## src/rtl/fud_pkg.sv

```systemverilog
// Shared types, character codes and helpers for the form URL decoder.
package fud_pkg;

  localparam int unsigned QUEUE_DEPTH = 2;

  localparam logic [7:0] CH_PLUS  = 8'h2B;
  localparam logic [7:0] CH_AMP   = 8'h26;
  localparam logic [7:0] CH_EQ    = 8'h3D;
  localparam logic [7:0] CH_PCT   = 8'h25;
  localparam logic [7:0] CH_FF    = 8'h0C;
  localparam logic [7:0] CH_LF    = 8'h0A;
  localparam logic [7:0] CH_DQ    = 8'h22;
  localparam logic [7:0] CH_APOS  = 8'h27;
  localparam logic [7:0] CH_BSL   = 8'h5C;
  localparam logic [7:0] CH_SPACE = 8'h20;
  localparam logic [7:0] CH_HASH  = 8'h23;
  localparam logic [7:0] CH_SEMI  = 8'h3B;
  localparam logic [7:0] CH_D0    = 8'h30;
  localparam logic [7:0] CH_D2    = 8'h32;
  localparam logic [7:0] CH_D3    = 8'h33;
  localparam logic [7:0] CH_D4    = 8'h34;
  localparam logic [7:0] CH_D9    = 8'h39;

  // Entity positions within "&#0XY;"
  localparam logic [2:0] ENT_AMP  = 3'd0;
  localparam logic [2:0] ENT_HASH = 3'd1;
  localparam logic [2:0] ENT_ZERO = 3'd2;
  localparam logic [2:0] ENT_HI   = 3'd3;
  localparam logic [2:0] ENT_LO   = 3'd4;
  localparam logic [2:0] ENT_SEMI = 3'd5;

  typedef enum logic [2:0] {
    ESC_IDLE = 3'b001,
    ESC_HIGH = 3'b010,
    ESC_LOW  = 3'b100
  } esc_state_e;

  typedef enum logic [1:0] {
    CMD_ONE,
    CMD_TWO,
    CMD_ENT
  } cmd_kind_e;

  // One output run: a byte, a byte pair, or an entity with two digits
  typedef struct packed {
    cmd_kind_e  kind;
    logic [7:0] b0;
    logic [7:0] b1;
  } cmd_t;

  function automatic logic [3:0] hex_value(input logic [7:0] c);
    logic [3:0] v;
    v = 4'd0;
    if (c >= 8'h30 && c <= 8'h39) begin
      v = c[3:0];
    end else if ((c >= 8'h61 && c <= 8'h66) || (c >= 8'h41 && c <= 8'h46)) begin
      v = c[3:0] + 4'd9;
    end
    return v;
  endfunction

endpackage

```

## src/rtl/fud_if.sv

```systemverilog
// Handshake channels for raw input bytes and decoded output bytes.
interface fud_in_if;
  logic       valid;
  logic       ready;
  logic [7:0] in_byte;
  logic       end_of_input;

  modport source (output valid, output in_byte, output end_of_input, input ready);
  modport sink   (input valid, input in_byte, input end_of_input, output ready);
endinterface

interface fud_out_if;
  logic       valid;
  logic       ready;
  logic [7:0] out_byte;
  logic       last_of_run;

  modport source (output valid, output out_byte, output last_of_run, input ready);
  modport sink   (input valid, input out_byte, input last_of_run, output ready);
endinterface

```

## src/rtl/fud_front.sv

```systemverilog
// Front end: accepts input items, tracks escape and quote state, issues run commands.
module fud_front import fud_pkg::*; (
  input  logic  clk_i,
  input  logic  rst_ni,
  fud_in_if.sink in_i,
  input  logic  full_i,
  output logic  push_o,
  output cmd_t  cmd_o
);

  esc_state_e esc_q, esc_d;
  logic [3:0] nib_q, nib_d;
  logic       quote_q, quote_d;
  logic       gen;
  logic       accept;
  logic [7:0] dec;
  cmd_t       cmd;

  assign in_i.ready = !full_i;
  assign accept     = in_i.valid && !full_i;
  assign dec        = {nib_q, hex_value(in_i.in_byte)};

  always_comb begin
    esc_d   = esc_q;
    nib_d   = nib_q;
    quote_d = quote_q;
    gen     = 1'b0;
    cmd     = '{kind: CMD_ONE, b0: in_i.in_byte, b1: CH_LF};
    if (in_i.end_of_input) begin
      esc_d   = ESC_IDLE;
      nib_d   = 4'd0;
      quote_d = 1'b0;
      gen     = 1'b1;
      if (quote_q) begin
        cmd = '{kind: CMD_TWO, b0: CH_DQ, b1: CH_LF};
      end else begin
        cmd = '{kind: CMD_ONE, b0: CH_LF, b1: CH_LF};
      end
    end else begin
      case (esc_q)
        ESC_HIGH: begin
          nib_d = hex_value(in_i.in_byte);
          esc_d = ESC_LOW;
        end
        ESC_LOW: begin
          esc_d = ESC_IDLE;
          nib_d = 4'd0;
          gen   = 1'b1;
          if (dec == CH_APOS) begin
            cmd = '{kind: CMD_ENT, b0: CH_D3, b1: CH_D9};
          end else if (dec == CH_BSL) begin
            cmd = '{kind: CMD_ENT, b0: CH_D9, b1: CH_D2};
          end else if (dec == CH_DQ) begin
            cmd = '{kind: CMD_ENT, b0: CH_D3, b1: CH_D4};
          end else begin
            // decoded newline only survives inside a quote
            gen = (dec != CH_LF) || quote_q;
            cmd = '{kind: CMD_ONE, b0: dec, b1: CH_LF};
          end
        end
        default: begin
          esc_d = ESC_IDLE;
          case (in_i.in_byte)
            CH_PCT: esc_d = ESC_HIGH;
            CH_PLUS: begin
              gen = 1'b1;
              cmd = '{kind: CMD_ONE, b0: CH_SPACE, b1: CH_LF};
            end
            CH_EQ: begin
              gen     = 1'b1;
              quote_d = 1'b1;
              cmd     = '{kind: CMD_TWO, b0: CH_EQ, b1: CH_DQ};
            end
            CH_FF: gen = 1'b0;
            CH_AMP: begin
              gen     = 1'b1;
              quote_d = 1'b0;
              if (quote_q) begin
                cmd = '{kind: CMD_TWO, b0: CH_DQ, b1: CH_LF};
              end else begin
                cmd = '{kind: CMD_ONE, b0: CH_LF, b1: CH_LF};
              end
            end
            default: begin
              gen = 1'b1;
              cmd = '{kind: CMD_ONE, b0: in_i.in_byte, b1: CH_LF};
            end
          endcase
        end
      endcase
    end
  end

  assign push_o = accept && gen;
  assign cmd_o  = cmd;

  always_ff @(posedge clk_i or negedge rst_ni) begin
    if (!rst_ni) begin
      esc_q   <= ESC_IDLE;
      nib_q   <= 4'd0;
      quote_q <= 1'b0;
    end else if (accept) begin
      esc_q   <= esc_d;
      nib_q   <= nib_d;
      quote_q <= quote_d;
    end
  end

endmodule

```

## src/rtl/fud_queue.sv

```systemverilog
// Small command FIFO between front and back ends.
module fud_queue import fud_pkg::*; #(
  parameter int unsigned Depth = QUEUE_DEPTH
) (
  input  logic clk_i,
  input  logic rst_ni,
  input  logic push_i,
  input  cmd_t cmd_i,
  output logic full_o,
  input  logic pop_i,
  output logic valid_o,
  output cmd_t cmd_o
);

  localparam int unsigned AW = (Depth > 1) ? $clog2(Depth) : 1;
  localparam int unsigned CW = $clog2(Depth + 1);
  localparam logic [AW-1:0] LastIdx = AW'(Depth - 1);
  localparam logic [CW-1:0] Full    = CW'(Depth);

  cmd_t          mem_q [Depth];
  logic [AW-1:0] wr_q, wr_d, rd_q, rd_d;
  logic [CW-1:0] cnt_q, cnt_d;
  logic          do_pop;

  assign full_o  = (cnt_q == Full);
  assign valid_o = (cnt_q != '0);
  assign cmd_o   = mem_q[rd_q];
  assign do_pop  = pop_i && valid_o;

  always_comb begin
    wr_d  = wr_q;
    rd_d  = rd_q;
    cnt_d = cnt_q;
    if (push_i) begin
      wr_d = (wr_q == LastIdx) ? '0 : wr_q + 1'b1;
    end
    if (do_pop) begin
      rd_d = (rd_q == LastIdx) ? '0 : rd_q + 1'b1;
    end
    if (push_i && !do_pop) begin
      cnt_d = cnt_q + 1'b1;
    end else if (!push_i && do_pop) begin
      cnt_d = cnt_q - 1'b1;
    end
  end

  always_ff @(posedge clk_i) begin
    if (push_i) begin
      mem_q[wr_q] <= cmd_i;
    end
  end

  always_ff @(posedge clk_i or negedge rst_ni) begin
    if (!rst_ni) begin
      wr_q  <= '0;
      rd_q  <= '0;
      cnt_q <= '0;
    end else begin
      wr_q  <= wr_d;
      rd_q  <= rd_d;
      cnt_q <= cnt_d;
    end
  end

endmodule

```

## src/rtl/fud_back.sv

```systemverilog
// Back end: expands the head command into output bytes, one per cycle while out_o is ready.
module fud_back import fud_pkg::*; (
  input  logic      clk_i,
  input  logic      rst_ni,
  input  logic      valid_i,
  input  cmd_t      cmd_i,
  output logic      pop_o,
  fud_out_if.source out_o
);

  logic [2:0] idx_q, idx_d;
  logic [7:0] byte_sel;
  logic       last;
  logic       fire;

  always_comb begin
    byte_sel = cmd_i.b0;
    last     = 1'b1;
    case (cmd_i.kind)
      CMD_ONE: begin
        byte_sel = cmd_i.b0;
        last     = 1'b1;
      end
      CMD_TWO: begin
        byte_sel = (idx_q == 3'd0) ? cmd_i.b0 : cmd_i.b1;
        last     = (idx_q != 3'd0);
      end
      CMD_ENT: begin
        last = (idx_q == ENT_SEMI);
        case (idx_q)
          ENT_AMP:  byte_sel = CH_AMP;
          ENT_HASH: byte_sel = CH_HASH;
          ENT_ZERO: byte_sel = CH_D0;
          ENT_HI:   byte_sel = cmd_i.b0;
          ENT_LO:   byte_sel = cmd_i.b1;
          default:  byte_sel = CH_SEMI;
        endcase
      end
      default: begin
        byte_sel = cmd_i.b0;
        last     = 1'b1;
      end
    endcase
  end

  assign out_o.valid       = valid_i;
  assign out_o.out_byte    = byte_sel;
  assign out_o.last_of_run = last;
  assign fire              = valid_i && out_o.ready;
  assign pop_o             = fire && last;
  assign idx_d             = last ? 3'd0 : idx_q + 3'd1;

  always_ff @(posedge clk_i or negedge rst_ni) begin
    if (!rst_ni) begin
      idx_q <= 3'd0;
    end else if (fire) begin
      idx_q <= idx_d;
    end
  end

endmodule

```

## src/rtl/form_url_decoder_shell_quote.sv

```systemverilog
// Top level of the form URL decoder with shell-style quoting.
// An item's command is registered in the queue before its first output byte is offered.
// Throughput: one item per cycle while each item yields at most one byte and the
// output is ready; two-byte and six-byte entity runs are paced by the back end's
// one-byte-per-cycle expansion. Input stalls once two commands wait.
// Reset (rst_ni low, asynchronous): escape idle, nibble and quote cleared, queue empty.
module form_url_decoder_shell_quote import fud_pkg::*; #(
  parameter int unsigned QueueDepth = QUEUE_DEPTH
) (
  input  logic      clk_i,
  input  logic      rst_ni,
  fud_in_if.sink    in_i,
  fud_out_if.source out_o
);

  // Front to queue
  logic push;
  cmd_t push_cmd;
  logic full;

  // Queue to back
  logic head_valid;
  cmd_t head_cmd;
  logic pop;

  // Front end: classifies every accepted item; items that yield nothing
  // (escape lead-in and high digit, form feed, unquoted decoded newline) push no command.
  fud_front u_front (
    .clk_i  (clk_i),
    .rst_ni (rst_ni),
    .in_i   (in_i),
    .full_i (full),
    .push_o (push),
    .cmd_o  (push_cmd)
  );

  // Decouples input acceptance from multi-byte output runs.
  fud_queue #(
    .Depth (QueueDepth)
  ) u_queue (
    .clk_i   (clk_i),
    .rst_ni  (rst_ni),
    .push_i  (push),
    .cmd_i   (push_cmd),
    .full_o  (full),
    .pop_i   (pop),
    .valid_o (head_valid),
    .cmd_o   (head_cmd)
  );

  // Back end: walks the head command one output byte per cycle while the output
  // is ready, and pops it when the last byte of the run is taken.
  fud_back u_back (
    .clk_i   (clk_i),
    .rst_ni  (rst_ni),
    .valid_i (head_valid),
    .cmd_i   (head_cmd),
    .pop_o   (pop),
    .out_o   (out_o)
  );

endmodule

```

## src/flat_wrapper.sv

```systemverilog
// flat-port wrapper written by rule: the top's interface ports become plain ports
module form_url_decoder_shell_quote_flat import fud_pkg::*;
#(
  parameter int unsigned QueueDepth = QUEUE_DEPTH
)
  (clk_i, rst_ni, in_i_valid, in_i_in_byte, in_i_end_of_input, in_i_ready, out_o_valid, out_o_out_byte, out_o_last_of_run, out_o_ready);
  fud_in_if in_i_i ();
  fud_out_if out_o_i ();
  input  logic clk_i;
  input  logic rst_ni;
  input wire logic [$bits(in_i_i.valid)-1:0] in_i_valid;
  input wire logic [$bits(in_i_i.in_byte)-1:0] in_i_in_byte;
  input wire logic [$bits(in_i_i.end_of_input)-1:0] in_i_end_of_input;
  output wire logic [$bits(in_i_i.ready)-1:0] in_i_ready;
  output wire logic [$bits(out_o_i.valid)-1:0] out_o_valid;
  output wire logic [$bits(out_o_i.out_byte)-1:0] out_o_out_byte;
  output wire logic [$bits(out_o_i.last_of_run)-1:0] out_o_last_of_run;
  input wire logic [$bits(out_o_i.ready)-1:0] out_o_ready;
  assign in_i_i.valid = in_i_valid;
  assign in_i_i.in_byte = in_i_in_byte;
  assign in_i_i.end_of_input = in_i_end_of_input;
  assign in_i_ready = in_i_i.ready;
  assign out_o_valid = out_o_i.valid;
  assign out_o_out_byte = out_o_i.out_byte;
  assign out_o_last_of_run = out_o_i.last_of_run;
  assign out_o_i.ready = out_o_ready;
  form_url_decoder_shell_quote #(.QueueDepth(QueueDepth)) u_core (.clk_i(clk_i), .rst_ni(rst_ni), .in_i(in_i_i), .out_o(out_o_i));
endmodule
```

## config.mk

```make
export PLATFORM = sky130hd
export DESIGN_NAME = form_url_decoder_shell_quote_flat
export DESIGN_NICKNAME = d
export VERILOG_FILES = /design/src/rtl/fud_pkg.sv /design/src/rtl/fud_if.sv /design/src/rtl/fud_front.sv /design/src/rtl/fud_queue.sv /design/src/rtl/fud_back.sv /design/src/rtl/form_url_decoder_shell_quote.sv /design/src/flat_wrapper.sv
export SDC_FILE = /design/constraint.sdc
export NUM_CORES = 1
export LEC_CHECK = 0
export BUFFER_PORTS_ARGS = -buffer_cell sky130_fd_sc_hd__buf_4
export CAP_MARGIN = 5
export CORE_UTILIZATION = 42
export CTS_CLUSTER_DIAMETER = 120
export DETAILED_ROUTE_END_ITERATION = 12
export PLACE_DENSITY = 0.65
export SETUP_SLACK_MARGIN = 0.1
export SLEW_MARGIN = 20
export SYNTH_ARGS = -nofsm -noshare
export SYNTH_HDL_FRONTEND = slang
export SYNTH_HIERARCHICAL = 1
export SYNTH_SLANG_ARGS = --single-unit
```

## constraint.sdc

```tcl
create_clock -name clk_i -period 8.4 [get_ports clk_i]
set_clock_uncertainty 0.1 [all_clocks]
set_input_delay 1.26 -clock clk_i [delete_from_list [all_inputs] [get_ports clk_i]]
set_output_delay 1.26 -clock clk_i [all_outputs]
set_load 0.005 [all_outputs]
```

==> report_table.html, run 1 <==
<table>
<tr><th>Metric</th><th>Value</th></tr>
<tr><th colspan="2">Status</th></tr>
<tr><td>Outcome</td><td>finished clean</td></tr>
<tr><th colspan="2">Power and ir drop</th></tr>
<tr><td>Total chip power</td><td>0.00101 W</td></tr>
<tr><td>Static power due to leakage</td><td>1.39 nW</td></tr>
<tr><td>PD cells</td><td>279 nW/um^2</td></tr>
<tr><td>Maximum resistive drop on vdd</td><td>75.7 uV</td></tr>
<tr><th colspan="2">Timing</th></tr>
<tr><td>Measured slew at the worst slew-check pin</td><td>966 ps</td></tr>
<tr><td>Setup TNS</td><td>0 ps</td></tr>
<tr><td>Unrepaired setup endpoints after global routing</td><td>false</td></tr>
<tr><td>Fmax</td><td>228 MHz</td></tr>
<tr><td>Setup-failing EPs final</td><td>0</td></tr>
<tr><td>Number of pins with negative max-slew slack in the final report</td><td>0</td></tr>
<tr><td>Worst slew margin</td><td>0.356</td></tr>
<tr><td>Final worst path period share</td><td>0.523</td></tr>
<tr><td>Min Tclk post-route</td><td>4390 ps</td></tr>
<tr><td>Final hold vios</td><td>0</td></tr>
<tr><th colspan="2">Clock tree</th></tr>
<tr><td>Sink Count</td><td>51</td></tr>
<tr><td>Number of resized instances in the post-cts repair step</td><td>0</td></tr>
<tr><td>Clk Latency, worst-skew pair</td><td>300 ps</td></tr>
<tr><td>Number of buffers added to fix hold violations after cts</td><td>0</td></tr>
<tr><td>TritonCTS clock tree</td><td>yes</td></tr>
<tr><td>Post-CTS setup repair buffer count</td><td>0</td></tr>
<tr><td>Root buf cell</td><td>clkbuf_8</td></tr>
<tr><td>CTS Buffer Depth</td><td>2</td></tr>
<tr><td>H-tree Lvls</td><td>2</td></tr>
<tr><td>Reg clk slew, reported paths</td><td>90 ps</td></tr>
<tr><td>TritonCTS Buffers</td><td>5</td></tr>
<tr><th colspan="2">Route</th></tr>
<tr><td>Count of routing violations after the opening detailed-route iteration</td><td>186</td></tr>
<tr><td>Average routed wire per standard cell</td><td>17.1 um</td></tr>
<tr><td>Vias/cell</td><td>5.85</td></tr>
<tr><td>Post-detailed-route DRC marker count</td><td>0</td></tr>
<tr><td>Detailed-routing iteration count for the pre-antenna-repair pass</td><td>5</td></tr>
<tr><td>Antenna-violating nets left</td><td>0</td></tr>
<tr><td>Total vias in the final route</td><td>2,515</td></tr>
<tr><td>Final wirelength</td><td>7350 um</td></tr>
<tr><th colspan="2">Yosys</th></tr>
<tr><td>Instance count of the mapped netlist</td><td>310</td></tr>
<tr><td>Commonest cells in the synthesized netlist</td><td>edfxtp_1 (36), nand2_1 (30), o21ai_0 (16), dfrtp_1 (14), inv_1 (14)</td></tr>
<tr><td>Cell with the most instances after synthesis</td><td>edfxtp_1</td></tr>
<tr><td>Synth cell types</td><td>79</td></tr>
<tr><td>EDFF count, synth</td><td>36</td></tr>
<tr><td>Sequential cell area fraction in the yosys report</td><td>0.434</td></tr>
<tr><td>Synth top area cells</td><td>edfxtp_1 (32%), dfrtp_1 (10%), ha_1 (4.8%)</td></tr>
<tr><td>Ys Warns</td><td>6</td></tr>
<tr><td>Average instance area after synthesis</td><td>10.8 sq um</td></tr>
<tr><td>Yosys top cell by area</td><td>edfxtp_1</td></tr>
<tr><td>Synthesized flop and latch total</td><td>51</td></tr>
<tr><td>Synth Flop Type</td><td>edfxtp_1</td></tr>
<tr><td>Post-synth top area share</td><td>0.322</td></tr>
<tr><td>Synth async-reset ratio</td><td>0.294</td></tr>
<tr><td>Post-synthesis cell area</td><td>3360 sq um</td></tr>
<tr><th colspan="2">Placement</th></tr>
<tr><td>Port buffer count</td><td>23</td></tr>
<tr><td>Weighted congestion at the end of routability-driven global placement</td><td>0.896</td></tr>
<tr><td>Post-DP HPWL</td><td>5460 um</td></tr>
<tr><td># placed instances</td><td>422</td></tr>
<tr><td>Placed instance area</td><td>3550 sq um</td></tr>
<tr><th colspan="2">Floorplanning</th></tr>
<tr><td>Initial core utilization</td><td>0.434</td></tr>
<tr><td># rows</td><td>32</td></tr>
<tr><td>DIE AREA</td><td>8350 sq um</td></tr>
<tr><td>Area of the core</td><td>7730 sq um</td></tr>
<tr><td>Horiz. Die Dim</td><td>91.4 um</td></tr>
<tr><td>DIE HEIGHT</td><td>91.4 um</td></tr>
<tr><td>Ports placed on the boundary</td><td>24</td></tr>
<tr><th colspan="2">Critical path</th></tr>
<tr><td>WP data arrival</td><td>3030 ps</td></tr>
<tr><td>Slowest cell on crit path</td><td>dfrtp_1</td></tr>
<tr><td>Type of the setup path with the least slack</td><td>flop to output port</td></tr>
<tr><td>Critical path cell sequence</td><td>mux2_2, ha_1, a21o_1, a21o_1, a222oi_1, inv_1, buf_4</td></tr>
<tr><td>Worst reg2reg endpoint</td><td>u_core/u_queue/cnt_q[1]$_DFFE_PN0P_</td></tr>
<tr><td>Start point of the critical path</td><td>u_core/u_queue/rd_q$_DFFE_PN0P_</td></tr>
<tr><td>Number of cells on the worst reg-to-reg path</td><td>12</td></tr>
<tr><td>Element type at the critical path start</td><td>flop</td></tr>
<tr><td>Worst path max stage delay</td><td>990 ps</td></tr>
<tr><td>Critical R2R Launch</td><td>u_core/u_queue/rd_q$_DFFE_PN0P_</td></tr>
<tr><td>Library cell appearing most often on the critical path</td><td>a21o_1</td></tr>
<tr><td>Maximum fanout count along the critical path</td><td>19</td></tr>
<tr><td>Worst Path Required</td><td>7040 ps</td></tr>
<tr><td>Flop2flop setup slack</td><td>5140 ps</td></tr>
<tr><td>Crit. End Element</td><td>output port</td></tr>
<tr><th colspan="2">Min path</th></tr>
<tr><td>Cell depth of the worst min-delay path</td><td>1</td></tr>
<tr><td>Classification of the worst-slack hold path</td><td>flop to flop</td></tr>
<tr><td>Worst min-delay path startpoint</td><td>u_core/u_queue/cnt_q[1]$_DFFE_PN0P_</td></tr>
<tr><td>Min-Delay Endpoint</td><td>u_core/u_queue/cnt_q[1]$_DFFE_PN0P_</td></tr>
<tr><th colspan="2">Layout</th></tr>
<tr><td>Non-Filler Instances</td><td>430</td></tr>
<tr><td># fillers</td><td>736</td></tr>
<tr><td>Net total in the final layout</td><td>353</td></tr>
<tr><td>Final std cell area, no fill</td><td>3640 sq um</td></tr>
<tr><td>Total inserted antenna cells</td><td>0</td></tr>
<tr><td>Synthesis-to-finish area growth</td><td>8.54%</td></tr>
<tr><td>Fraction of final layout cells sized beyond drive strength 1</td><td>0.216</td></tr>
<tr><th colspan="2">GRT</th></tr>
<tr><td>Vias in the first global route</td><td>2,331</td></tr>
<tr><td>Wire length of the first global-routing pass</td><td>11,800 um</td></tr>
<tr><td>Total routing resource utilization after global routing</td><td>0.178</td></tr>
<tr><td>Initial antenna violation count</td><td>0</td></tr>
<tr><td>Leftover overflow at the end of global routing</td><td>0</td></tr>
<tr><td>Largest net degree at the start of global routing</td><td>20</td></tr>
<tr><th colspan="2">Run</th></tr>
<tr><td>Max_cap viols</td><td>0</td></tr>
</table>
## kinds of logic after synthesis
group / Yosys count / synth area share
buf+inv: 30 / 0.0522
mux: 18 / 0.0705
xor+xnor: 7 / 0.0205
flops: 51 / 0.434
other cells: 1 / 0.00112
simple gates: 102 / 0.179
compound gates: 87 / 0.191
fa+ha+maj: 14 / 0.0515
## sequential cells by signal, indices dropped and copies added, names as in the netlist
register,flops
u_core/u_queue/mem_q,36
u_core/u_front/nib_q,4
u_core/u_back/idx_q,3
u_core/u_front/esc_q,3
u_core/u_queue/cnt_q,2
u_core/u_front/quote_q,1
u_core/u_queue/rd_q,1
u_core/u_queue/wr_q,1
## worst max-delay path, delay by kind of cell (launching register included)
family	cells	cell delay (ps)
buf+inv	2	220
mux	1	430
flops	1	990
fa+ha+maj	1	390
compound gates	3	700
## layout by cell type, fill, tap and decap left out, types with 9 or more instances in the layout
cell type  count
nand2_1       30
edfxtp_1      36
ha_1          13
nor2_1        11
dfrtp_1       14
a21oi_1       12
buf_4         24
mux2_4         9
inv_1         14
mux2_2         9
o21ai_0       16
## cell type report
type / count / area (sq um) / share of cell area
clock buffer: 5 / 68.8 / 0.0189
clock inverter: 3 / 25.0 / 0.00687
inverter: 15 / 56.3 / 0.0155
multi-input combinational: 230 / 1730 / 0.474
sequential: 51 / 1460 / 0.400
tap: 102 / 128 / 0.0350
timing repair buffer: 24 / 180 / 0.0495
## worst max path at each step
stage / endpoint / slack [ps] / depth (start not counted)
final: out_o_out_byte[1] / 4010 / 7
after global routing: out_o_out_byte[1] / 3770 / 7
after CTS: out_o_out_byte[1] / 4000 / 7
after detailed placement: u_core/u_queue/mem_q[1][6]$_DFFE_PP_ / 3910 / 9
after global placement: u_core/u_queue/mem_q[1][15]$_DFFE_PP_ / 4050 / 9
after floorplan: u_core/u_queue/mem_q[0][0]$_DFFE_PP_ / 4250 / 8
## power breakdown
part | total [W] | internal (W) | switching [W]
Clock | 0.000141 | 0.0000596 | 0.0000814
Sequential | 0.000396 | 0.000340 | 0.0000554
Combinational | 0.000478 | 0.000242 | 0.000236
## routing by layer
metal  track usage  vias to the layer above  part of all wire
li1              -                     1201                 -
met1         0.240                     1201              0.45
met2         0.296                       99              0.48
met3        0.0201                       14             0.046
met4        0.0622                        0             0.026
met5             0                        -                 0
## through the flow
step	utilization	hold WS (ps)	setup WS (ps)
final	0.471	395	4010
after global routing	0.471	394	3770
after CTS	0.471	389	4000
after detailed placement	0.459	377	3910
after global placement	0.459	367	4050
after floorplan	-	349	4250
No activity file was read; power rests on OpenSTA's default activity.
==> run 2, diff against run 1 <==
--- a/config.mk
+++ b/config.mk
@@ -10,7 +10,7 @@
 export CORE_UTILIZATION = 42
 export CTS_CLUSTER_DIAMETER = 120
 export DETAILED_ROUTE_END_ITERATION = 12
-export PLACE_DENSITY = 0.65
+export PLACE_DENSITY = 0.67
 export SETUP_SLACK_MARGIN = 0.1
 export SLEW_MARGIN = 20
 export SYNTH_ARGS = -nofsm -noshare
==> constraint.sdc (replaced) <==
create_clock -name clk_i -period 3.6 [get_ports clk_i]
set_clock_uncertainty 0.1 [all_clocks]
set_input_delay 0.54 -clock clk_i [delete_from_list [all_inputs] [get_ports clk_i]]
set_output_delay 0.54 -clock clk_i [all_outputs]
set_load 0.005 [all_outputs]
==> run 2 against run 1 <==
  * Sequential share of layout area shrank 0.34 points
  * Clock power is 120% higher
  * Flip-flop and latch count did not move
  * Critical path type unchanged
  * Critical endpoint is now out_o_out_byte[3]
==> report_table.html, run 2 (same netlist as run 1, synthesis figures left out) <==
<table>
<tr><th>Metric</th><th>Value</th></tr>
<tr><th colspan="2">Timing</th></tr>
<tr><td>Setup-failing EPs final</td><td>0 (unchanged)</td></tr>
<tr><td>Unrepaired setup endpoints after global routing</td><td>false</td></tr>
<tr><td>Fmax</td><td>312 MHz</td></tr>
<tr><td>Worst slew margin</td><td>0.449 (+0.0925)</td></tr>
<tr><td>Final hold vios</td><td>0 (unchanged)</td></tr>
<tr><td>Setup TNS</td><td>0 ps (unchanged)</td></tr>
<tr><td>Hold Slack</td><td>392 ps (-3.02 ps)</td></tr>
<tr><td>Number of pins with negative max-slew slack in the final report</td><td>0 (unchanged)</td></tr>
<tr><td>Final worst path period share</td><td>0.890</td></tr>
<tr><td>Measured slew at the worst slew-check pin</td><td>827 ps (-139 ps)</td></tr>
<tr><td>Min Tclk post-route</td><td>3200 ps</td></tr>
<tr><th colspan="2">Floorplanning</th></tr>
<tr><td>DIE HEIGHT</td><td>91.4 um (unchanged)</td></tr>
<tr><td>Horiz. Die Dim</td><td>91.4 um (unchanged)</td></tr>
<tr><td>Initial core utilization</td><td>0.434 (unchanged)</td></tr>
<tr><td># rows</td><td>32 (unchanged)</td></tr>
<tr><td>Ports placed on the boundary</td><td>24 (unchanged)</td></tr>
<tr><td>Area of the core</td><td>7730 sq um (unchanged)</td></tr>
<tr><td>DIE AREA</td><td>8350 sq um (unchanged)</td></tr>
<tr><th colspan="2">Placement</th></tr>
<tr><td>Port buffer count</td><td>23 (unchanged)</td></tr>
<tr><td>Weighted congestion at the end of routability-driven global placement</td><td>0.982 (+9.6%)</td></tr>
<tr><td>Post-DP HPWL</td><td>5570 um (+2.1%)</td></tr>
<tr><td># placed instances</td><td>426 (+0.95%)</td></tr>
<tr><td>Placed instance area</td><td>3580 sq um (+0.85%)</td></tr>
<tr><th colspan="2">Layout</th></tr>
<tr><td>Reg with most FFs</td><td>u_core/u_queue/mem_q</td></tr>
<tr><td>Register area</td><td>1460 sq um (unchanged)</td></tr>
<tr><td>Total area of multi-input combinational cells</td><td>1730 sq um (unchanged)</td></tr>
<tr><td>Net total in the final layout</td><td>358 (+1.4%)</td></tr>
<tr><td>Total inserted antenna cells</td><td>0 (unchanged)</td></tr>
<tr><td>Top Registers</td><td>u_core/u_queue/mem_q x36, u_core/u_front/nib_q x4</td></tr>
<tr><td>Synthesis-to-finish area growth</td><td>9.47%</td></tr>
<tr><td>Fraction of final layout cells sized beyond drive strength 1</td><td>0.222 (+0.00576)</td></tr>
<tr><td>Final std cell area, no fill</td><td>3670 sq um (+0.86%)</td></tr>
<tr><td>Most common cell after layout, fill and taps aside</td><td>edfxtp_1</td></tr>
<tr><td># fillers</td><td>705 (-4.2%)</td></tr>
<tr><td>Largest register FFs</td><td>36 (unchanged)</td></tr>
<tr><td>Non-Filler Instances</td><td>435 (+1.2%)</td></tr>
<tr><td>Commonest non-fill, non-tap cells in the layout</td><td>edfxtp_1 (36), nand2_1 (30), buf_4 (28)</td></tr>
<tr><th colspan="2">Critical path</th></tr>
<tr><td>Crit. End Element</td><td>output port</td></tr>
<tr><td>Type of the setup path with the least slack</td><td>flop to output port</td></tr>
<tr><td>WP data arrival</td><td>2560 ps (-470 ps)</td></tr>
<tr><td>Worst Path Required</td><td>2960 ps (-4080 ps)</td></tr>
<tr><td>Maximum fanout count along the critical path</td><td>9 (-10)</td></tr>
<tr><td>Number of cells on the worst reg-to-reg path</td><td>12 (unchanged)</td></tr>
<tr><td>Element type at the critical path start</td><td>flop</td></tr>
<tr><th colspan="2">Power and ir drop</th></tr>
<tr><td>Static power due to leakage</td><td>1.41 nW (+1.5%)</td></tr>
<tr><td>Maximum resistive drop on vdd</td><td>220 uV (+190%)</td></tr>
<tr><td>PD cells</td><td>643 nW/um^2 (+130%)</td></tr>
<tr><th colspan="2">GRT</th></tr>
<tr><td>Leftover overflow at the end of global routing</td><td>0 (unchanged)</td></tr>
<tr><td>Initial antenna violation count</td><td>0 (unchanged)</td></tr>
<tr><td>Vias in the first global route</td><td>2,366 (+1.5%)</td></tr>
<tr><td>Largest net degree at the start of global routing</td><td>19 (-5.0%)</td></tr>
<tr><td>Wire length of the first global-routing pass</td><td>11,900 um (+1.2%)</td></tr>
<tr><td>Total routing resource utilization after global routing</td><td>0.182 (+0.00414)</td></tr>
<tr><th colspan="2">Min path</th></tr>
<tr><td>Cell depth of the worst min-delay path</td><td>1 (unchanged)</td></tr>
<tr><td>Classification of the worst-slack hold path</td><td>flop to flop</td></tr>
<tr><th colspan="2">Run</th></tr>
<tr><td>Max_cap viols</td><td>0 (unchanged)</td></tr>
<tr><th colspan="2">Clock tree</th></tr>
<tr><td>Post-CTS setup repair buffer count</td><td>0 (unchanged)</td></tr>
<tr><td>TritonCTS Buffers</td><td>5 (unchanged)</td></tr>
<tr><td>TritonCTS clock tree</td><td>yes</td></tr>
<tr><td>Reg clk slew, reported paths</td><td>80 ps (about the same)</td></tr>
<tr><td>Clk Latency, worst-skew pair</td><td>300 ps (about the same)</td></tr>
<tr><td>Sink Count</td><td>51 (unchanged)</td></tr>
<tr><td>H-tree Lvls</td><td>2 (unchanged)</td></tr>
<tr><td>CTS Buffer Depth</td><td>2 (unchanged)</td></tr>
<tr><td>Root buf cell</td><td>clkbuf_8</td></tr>
<tr><th colspan="2">Route</th></tr>
<tr><td>Average routed wire per standard cell</td><td>16.8 um (-1.5%)</td></tr>
<tr><td>Vias/cell</td><td>5.79 (-1.1%)</td></tr>
<tr><td>Antenna-violating nets left</td><td>0 (unchanged)</td></tr>
<tr><td>Final wirelength</td><td>7320 um (-0.35%)</td></tr>
<tr><td>Post-detailed-route DRC marker count</td><td>0 (unchanged)</td></tr>
<tr><td>Count of routing violations after the opening detailed-route iteration</td><td>165 (-11%)</td></tr>
<tr><td>Total vias in the final route</td><td>2,517 (+0.080%)</td></tr>
<tr><td>Detailed-routing iteration count for the pre-antenna-repair pass</td><td>4 (-1)</td></tr>
<tr><th colspan="2">Status</th></tr>
<tr><td>Outcome</td><td>finished clean</td></tr>
</table>
run 2: area by class of cell:
cell class | count | area share
repair buffers | 29 | 0.0599
multi-input cells | 230 | 0.470
inverters | 15 | 0.0153
clock inverters | 2 | 0.00341
clock buffers | 6 | 0.0198
flip-flops and latches | 51 | 0.397
well taps | 102 | 0.0347
run 2: critical path: stages (launching register included):
cell	delay, ps
dfrtp_1	460
buf_4	240
mux2_4	320
inv_1	60
ha_1	320
a21o_1	220
a21o_1	210
a221o_1	310
buf_4	140
run 2: per-stage QoR:
step / utilization / power [W] / setup slack (ps)
floorplan: - / 0.00173 / 174
global placement: 0.463 / 0.00205 / 206
detailed placement: 0.463 / 0.00207 / 166
CTS: 0.475 / 0.00239 / 363
global route: 0.475 / 0.00254 / 161
finish: 0.475 / 0.00236 / 397
run 2: final timing paths:
kind / startpoint / endpoint / slack [ps]
worst max-delay path: u_core/u_queue/rd_q$_DFFE_PN0P_ / out_o_out_byte[3] / 400
worst min-delay path: u_core/u_queue/wr_q$_DFFE_PN0P_ / u_core/u_queue/wr_q$_DFFE_PN0P_ / 390
worst max register to register: u_core/u_queue/rd_q$_DFFE_PN0P_ / u_core/u_queue/cnt_q[1]$_DFFE_PN0P_ / 850
worst min register to register: u_core/u_queue/wr_q$_DFFE_PN0P_ / u_core/u_queue/wr_q$_DFFE_PN0P_ / 390
max in group asynchronous: rst_ni / u_core/u_front/esc_q[0]$_DFFE_PN1P_ / 2640
min in group asynchronous: rst_ni / u_core/u_front/esc_q[1]$_DFFE_PN0P_ / 520
run 2: per-layer routing:
layer,share of wire,track usage
met1,0.44,0.237
met2,0.49,0.308
met3,0.046,0.0235
met4,0.022,0.0688
met5,0,0
run 2: repair_timing:
| action | 4_1_cts | 5_1_grt |
|---|---|---|
| hold endpoints to repair | 14 | 0 |
| resized for setup | 0 | 0 |
| hold buffers | 1 | 0 |
| setup endpoints to repair | 0 | 0 |
run 2: report_power, final:
group | internal, W | switching, W | total [W] | leakage (nW)
clock | 0.000136 | 0.000176 | 0.000312 | 0.0412
sequential | 0.000795 | 0.0000854 | 0.000880 | 0.521
combinational | 0.000576 | 0.000593 | 0.00117 | 0.845
==> run 3, diff against run 2 <==
==> constraint.sdc (replaced) <==
create_clock -name clk_i -period 3.6 [get_ports clk_i]
set_clock_uncertainty 0.1 [all_clocks]
set_input_delay 0.54 -clock clk_i [delete_from_list [all_inputs] [get_ports clk_i]]
set_output_delay 0.54 -clock clk_i [all_outputs]
set_load 0.1 [all_outputs]
==> run 3 against run 2 <==
  * Die area stayed put
  * Global-route usage is 0.36 points lower
  * Clock power fell by 4%
  * Largest power group unchanged
  * Flip-flop and latch count stayed put
  * Sequential power grew 0.8%
  * Non-clock buffer count rose by 1
  * Largest cell class unchanged
  * Maximum frequency decreased by 0.99%
  * Combinational power up 77%
  * Cell area increased by 0.48%
==> report_table.html, run 3 (same netlist as run 1, synthesis figures left out) <==
<table>
<tr><th>Metric</th><th>Value</th></tr>
<tr><th colspan="2">Status</th></tr>
<tr><td>Outcome</td><td>finished clean</td></tr>
<tr><th colspan="2">Min path</th></tr>
<tr><td>Classification of the worst-slack hold path</td><td>flop to flop</td></tr>
<tr><td>Min-Delay Endpoint</td><td>u_core/u_queue/cnt_q[1]$_DFFE_PN0P_</td></tr>
<tr><td>Cell depth of the worst min-delay path</td><td>1 (unchanged)</td></tr>
<tr><td>Worst min-delay path startpoint</td><td>u_core/u_queue/cnt_q[1]$_DFFE_PN0P_</td></tr>
<tr><th colspan="2">Critical path</th></tr>
<tr><td>Number of cells on the worst reg-to-reg path</td><td>11 (-1)</td></tr>
<tr><td>Element type at the critical path start</td><td>flop</td></tr>
<tr><td>Worst Path Required</td><td>2960 ps (about the same)</td></tr>
<tr><td>Crit. End Element</td><td>output port</td></tr>
<tr><td>Flop2flop setup slack</td><td>810 ps (-40 ps)</td></tr>
<tr><td>Maximum fanout count along the critical path</td><td>8 (-1)</td></tr>
<tr><td>Type of the setup path with the least slack</td><td>flop to output port</td></tr>
<tr><td>Critical R2R Launch</td><td>u_core/u_queue/rd_q$_DFFE_PN0P_</td></tr>
<tr><td>WP data arrival</td><td>2590 ps (+30 ps)</td></tr>
<tr><td>Worst reg2reg endpoint</td><td>u_core/u_queue/cnt_q[1]$_DFFE_PN0P_</td></tr>
<tr><th colspan="2">Floorplanning</th></tr>
<tr><td># rows</td><td>32 (unchanged)</td></tr>
<tr><td>Horiz. Die Dim</td><td>91.4 um (unchanged)</td></tr>
<tr><td>Initial core utilization</td><td>0.434 (unchanged)</td></tr>
<tr><td>DIE AREA</td><td>8350 sq um (unchanged)</td></tr>
<tr><td>Ports placed on the boundary</td><td>24 (unchanged)</td></tr>
<tr><td>Area of the core</td><td>7730 sq um (unchanged)</td></tr>
<tr><td>DIE HEIGHT</td><td>91.4 um (unchanged)</td></tr>
<tr><th colspan="2">Route</th></tr>
<tr><td>Vias/cell</td><td>5.76 (-0.43%)</td></tr>
<tr><td>Total vias in the final route</td><td>2,512 (-0.20%)</td></tr>
<tr><td>Post-detailed-route DRC marker count</td><td>0 (unchanged)</td></tr>
<tr><td>Antenna-violating nets left</td><td>0 (unchanged)</td></tr>
<tr><td>Final wirelength</td><td>7240 um (-1.1%)</td></tr>
<tr><td>Average routed wire per standard cell</td><td>16.6 um (-1.3%)</td></tr>
<tr><td>Detailed-routing iteration count for the pre-antenna-repair pass</td><td>4 (unchanged)</td></tr>
<tr><td>Count of routing violations after the opening detailed-route iteration</td><td>84 (-49%)</td></tr>
<tr><th colspan="2">Timing</th></tr>
<tr><td>Setup-failing EPs final</td><td>0 (unchanged)</td></tr>
<tr><td>Fmax</td><td>309 MHz (-0.99%)</td></tr>
<tr><td>Unrepaired setup endpoints after global routing</td><td>false</td></tr>
<tr><td>Final hold vios</td><td>0 (unchanged)</td></tr>
<tr><td>Final worst path period share</td><td>0.899 (+0.00890)</td></tr>
<tr><td>Min Tclk post-route</td><td>3230 ps (+32.0 ps)</td></tr>
<tr><td>Measured slew at the worst slew-check pin</td><td>829 ps (+2.01 ps)</td></tr>
<tr><td>Number of pins with negative max-slew slack in the final report</td><td>0 (unchanged)</td></tr>
<tr><td>Worst slew margin</td><td>0.447 (-0.00134)</td></tr>
<tr><td>Setup TNS</td><td>0 ps (unchanged)</td></tr>
<tr><th colspan="2">Clock tree</th></tr>
<tr><td>Number of buffers added to fix hold violations after cts</td><td>1 (unchanged)</td></tr>
<tr><td>Sink Count</td><td>51 (unchanged)</td></tr>
<tr><td>Root buf cell</td><td>clkbuf_8</td></tr>
<tr><td>Post-CTS setup repair buffer count</td><td>0 (unchanged)</td></tr>
<tr><td>Number of resized instances in the post-cts repair step</td><td>0 (unchanged)</td></tr>
<tr><td>Reg clk slew, reported paths</td><td>90 ps (about the same)</td></tr>
<tr><td>CTS Buffer Depth</td><td>2 (unchanged)</td></tr>
<tr><td>H-tree Lvls</td><td>2 (unchanged)</td></tr>
<tr><td>TritonCTS Buffers</td><td>5 (unchanged)</td></tr>
<tr><td>Clk Latency, worst-skew pair</td><td>300 ps (about the same)</td></tr>
<tr><td>TritonCTS clock tree</td><td>yes</td></tr>
<tr><th colspan="2">Layout</th></tr>
<tr><td>Total area of multi-input combinational cells</td><td>1740 sq um (+0.65%)</td></tr>
<tr><td># fillers</td><td>707 (+0.28%)</td></tr>
<tr><td>Fraction of final layout cells sized beyond drive strength 1</td><td>0.228 (+0.00532)</td></tr>
<tr><td>Total inserted antenna cells</td><td>0 (unchanged)</td></tr>
<tr><td>Top Registers</td><td>u_core/u_queue/mem_q x36, u_core/u_front/nib_q x4</td></tr>
<tr><td>Non-Filler Instances</td><td>436 (+0.23%)</td></tr>
<tr><td>Largest register FFs</td><td>36 (unchanged)</td></tr>
<tr><td>Synthesis-to-finish area growth</td><td>9.99%</td></tr>
<tr><td>Most common cell after layout, fill and taps aside</td><td>edfxtp_1</td></tr>
<tr><td>Reg with most FFs</td><td>u_core/u_queue/mem_q</td></tr>
<tr><td>Net total in the final layout</td><td>359 (+0.28%)</td></tr>
<tr><td>Commonest non-fill, non-tap cells in the layout</td><td>edfxtp_1 (36), nand2_1 (30), buf_4 (29)</td></tr>
<tr><td>Register area</td><td>1460 sq um (unchanged)</td></tr>
<tr><th colspan="2">GRT</th></tr>
<tr><td>Vias in the first global route</td><td>2,355 (-0.46%)</td></tr>
<tr><td>Wire length of the first global-routing pass</td><td>11,700 um (-1.7%)</td></tr>
<tr><td>Total routing resource utilization after global routing</td><td>0.179 (-0.00360)</td></tr>
<tr><td>Initial antenna violation count</td><td>0 (unchanged)</td></tr>
<tr><td>Leftover overflow at the end of global routing</td><td>0 (unchanged)</td></tr>
<tr><td>Largest net degree at the start of global routing</td><td>19 (unchanged)</td></tr>
<tr><th colspan="2">Power and ir drop</th></tr>
<tr><td>Static power due to leakage</td><td>1.41 nW (+0.44%)</td></tr>
<tr><td>Switching Fraction</td><td>0.532 (+0.170)</td></tr>
<tr><td>Pint</td><td>0.00152 W (+1.2%)</td></tr>
<tr><td>Maximum resistive drop on vdd</td><td>402 uV (+83%)</td></tr>
<tr><td>Share of power burned in combinational logic</td><td>0.635 (+0.140)</td></tr>
<tr><td>PD cells</td><td>882 nW/um^2 (+37%)</td></tr>
<tr><td>Sequential share of power</td><td>0.272 (-0.101)</td></tr>
<tr><td>Clock network fraction of total power</td><td>0.093 (-0.039)</td></tr>
<tr><td>Net switching power</td><td>0.00173 W (+100%)</td></tr>
<tr><th colspan="2">Placement</th></tr>
<tr><td># placed instances</td><td>427 (+0.23%)</td></tr>
<tr><td>Port buffer count</td><td>23 (unchanged)</td></tr>
<tr><td>Post-DP HPWL</td><td>5570 um (about the same)</td></tr>
<tr><td>Weighted congestion at the end of routability-driven global placement</td><td>0.918 (-6.5%)</td></tr>
<tr><th colspan="2">Run</th></tr>
<tr><td>Max_cap viols</td><td>0 (unchanged)</td></tr>
</table>
[run 3: worst max-delay path by stage]
stage	start	to	slack, ps	cells past startpoint
2_1_floorplan	in_i_in_byte[1]	u_core/u_queue/mem_q[0][0]$_DFFE_PP_	170	8
3_3_place_gp	in_i_in_byte[3]	u_core/u_queue/mem_q[1][7]$_DFFE_PP_	200	7
3_5_place_dp	in_i_in_byte[3]	u_core/u_queue/mem_q[1][6]$_DFFE_PP_	140	7
4_1_cts	u_core/u_queue/rd_q$_DFFE_PN0P_	out_o_out_byte[1]	330	6
5_1_grt	u_core/u_queue/rd_q$_DFFE_PN0P_	out_o_out_byte[1]	220	6
6_report	u_core/u_queue/rd_q$_DFFE_PN0P_	out_o_out_byte[1]	370	6
[run 3: power by group through the flow]
stage | registers (W) | logic, W | clock network (W)
finish | 0.000887 | 0.00207 | 0.000301
global route | 0.000900 | 0.00219 | 0.000332
CTS | 0.000887 | 0.00207 | 0.000313
detailed placement | 0.000899 | 0.00207 | 0
global placement | 0.000894 | 0.00206 | 0
floorplan | 0.000850 | 0.00178 | 0
[run 3: per-layer routing]
metal	part of all wire	vias to the layer above	global-route usage
met3	0.041	20	0.0218
met2	0.47	80	0.296
met5	0	-	0
met4	0.039	0	0.0952
met1	0.45	1199	0.227
li1	-	1213	-
[run 3: through the flow]
step | cell area, sq um | hold WS, ps | worst slack, ps | utilization | total power (W)
2_1_floorplan | 3370 | 144 | 174 | - | 0.00263
3_3_place_gp | 3600 | 307 | 199 | 0.466 | 0.00295
3_5_place_dp | 3600 | 309 | 143 | 0.466 | 0.00297
4_1_cts | 3690 | 391 | 331 | 0.478 | 0.00327
5_1_grt | 3690 | 411 | 217 | 0.478 | 0.00342
6_report | 3690 | 387 | 365 | 0.478 | 0.00325
[run 3: layout make-up]
type	instances	area share
Multi-Input combinational cell	230	0.471
Clock inverter	3	0.00407
Timing Repair Buffer	30	0.0617
Inverter	15	0.0153
Sequential cell	51	0.395
Clock buffer	5	0.0186
Tap cell	102	0.0346
[run 3: worst max-delay path, stage by stage (launching register included)]
cell and delay (ps):
dfrtp_1 510, mux2_2 390, ha_1 400, nor3_2 450, a222oi_1 190, inv_1 70
buf_4 280
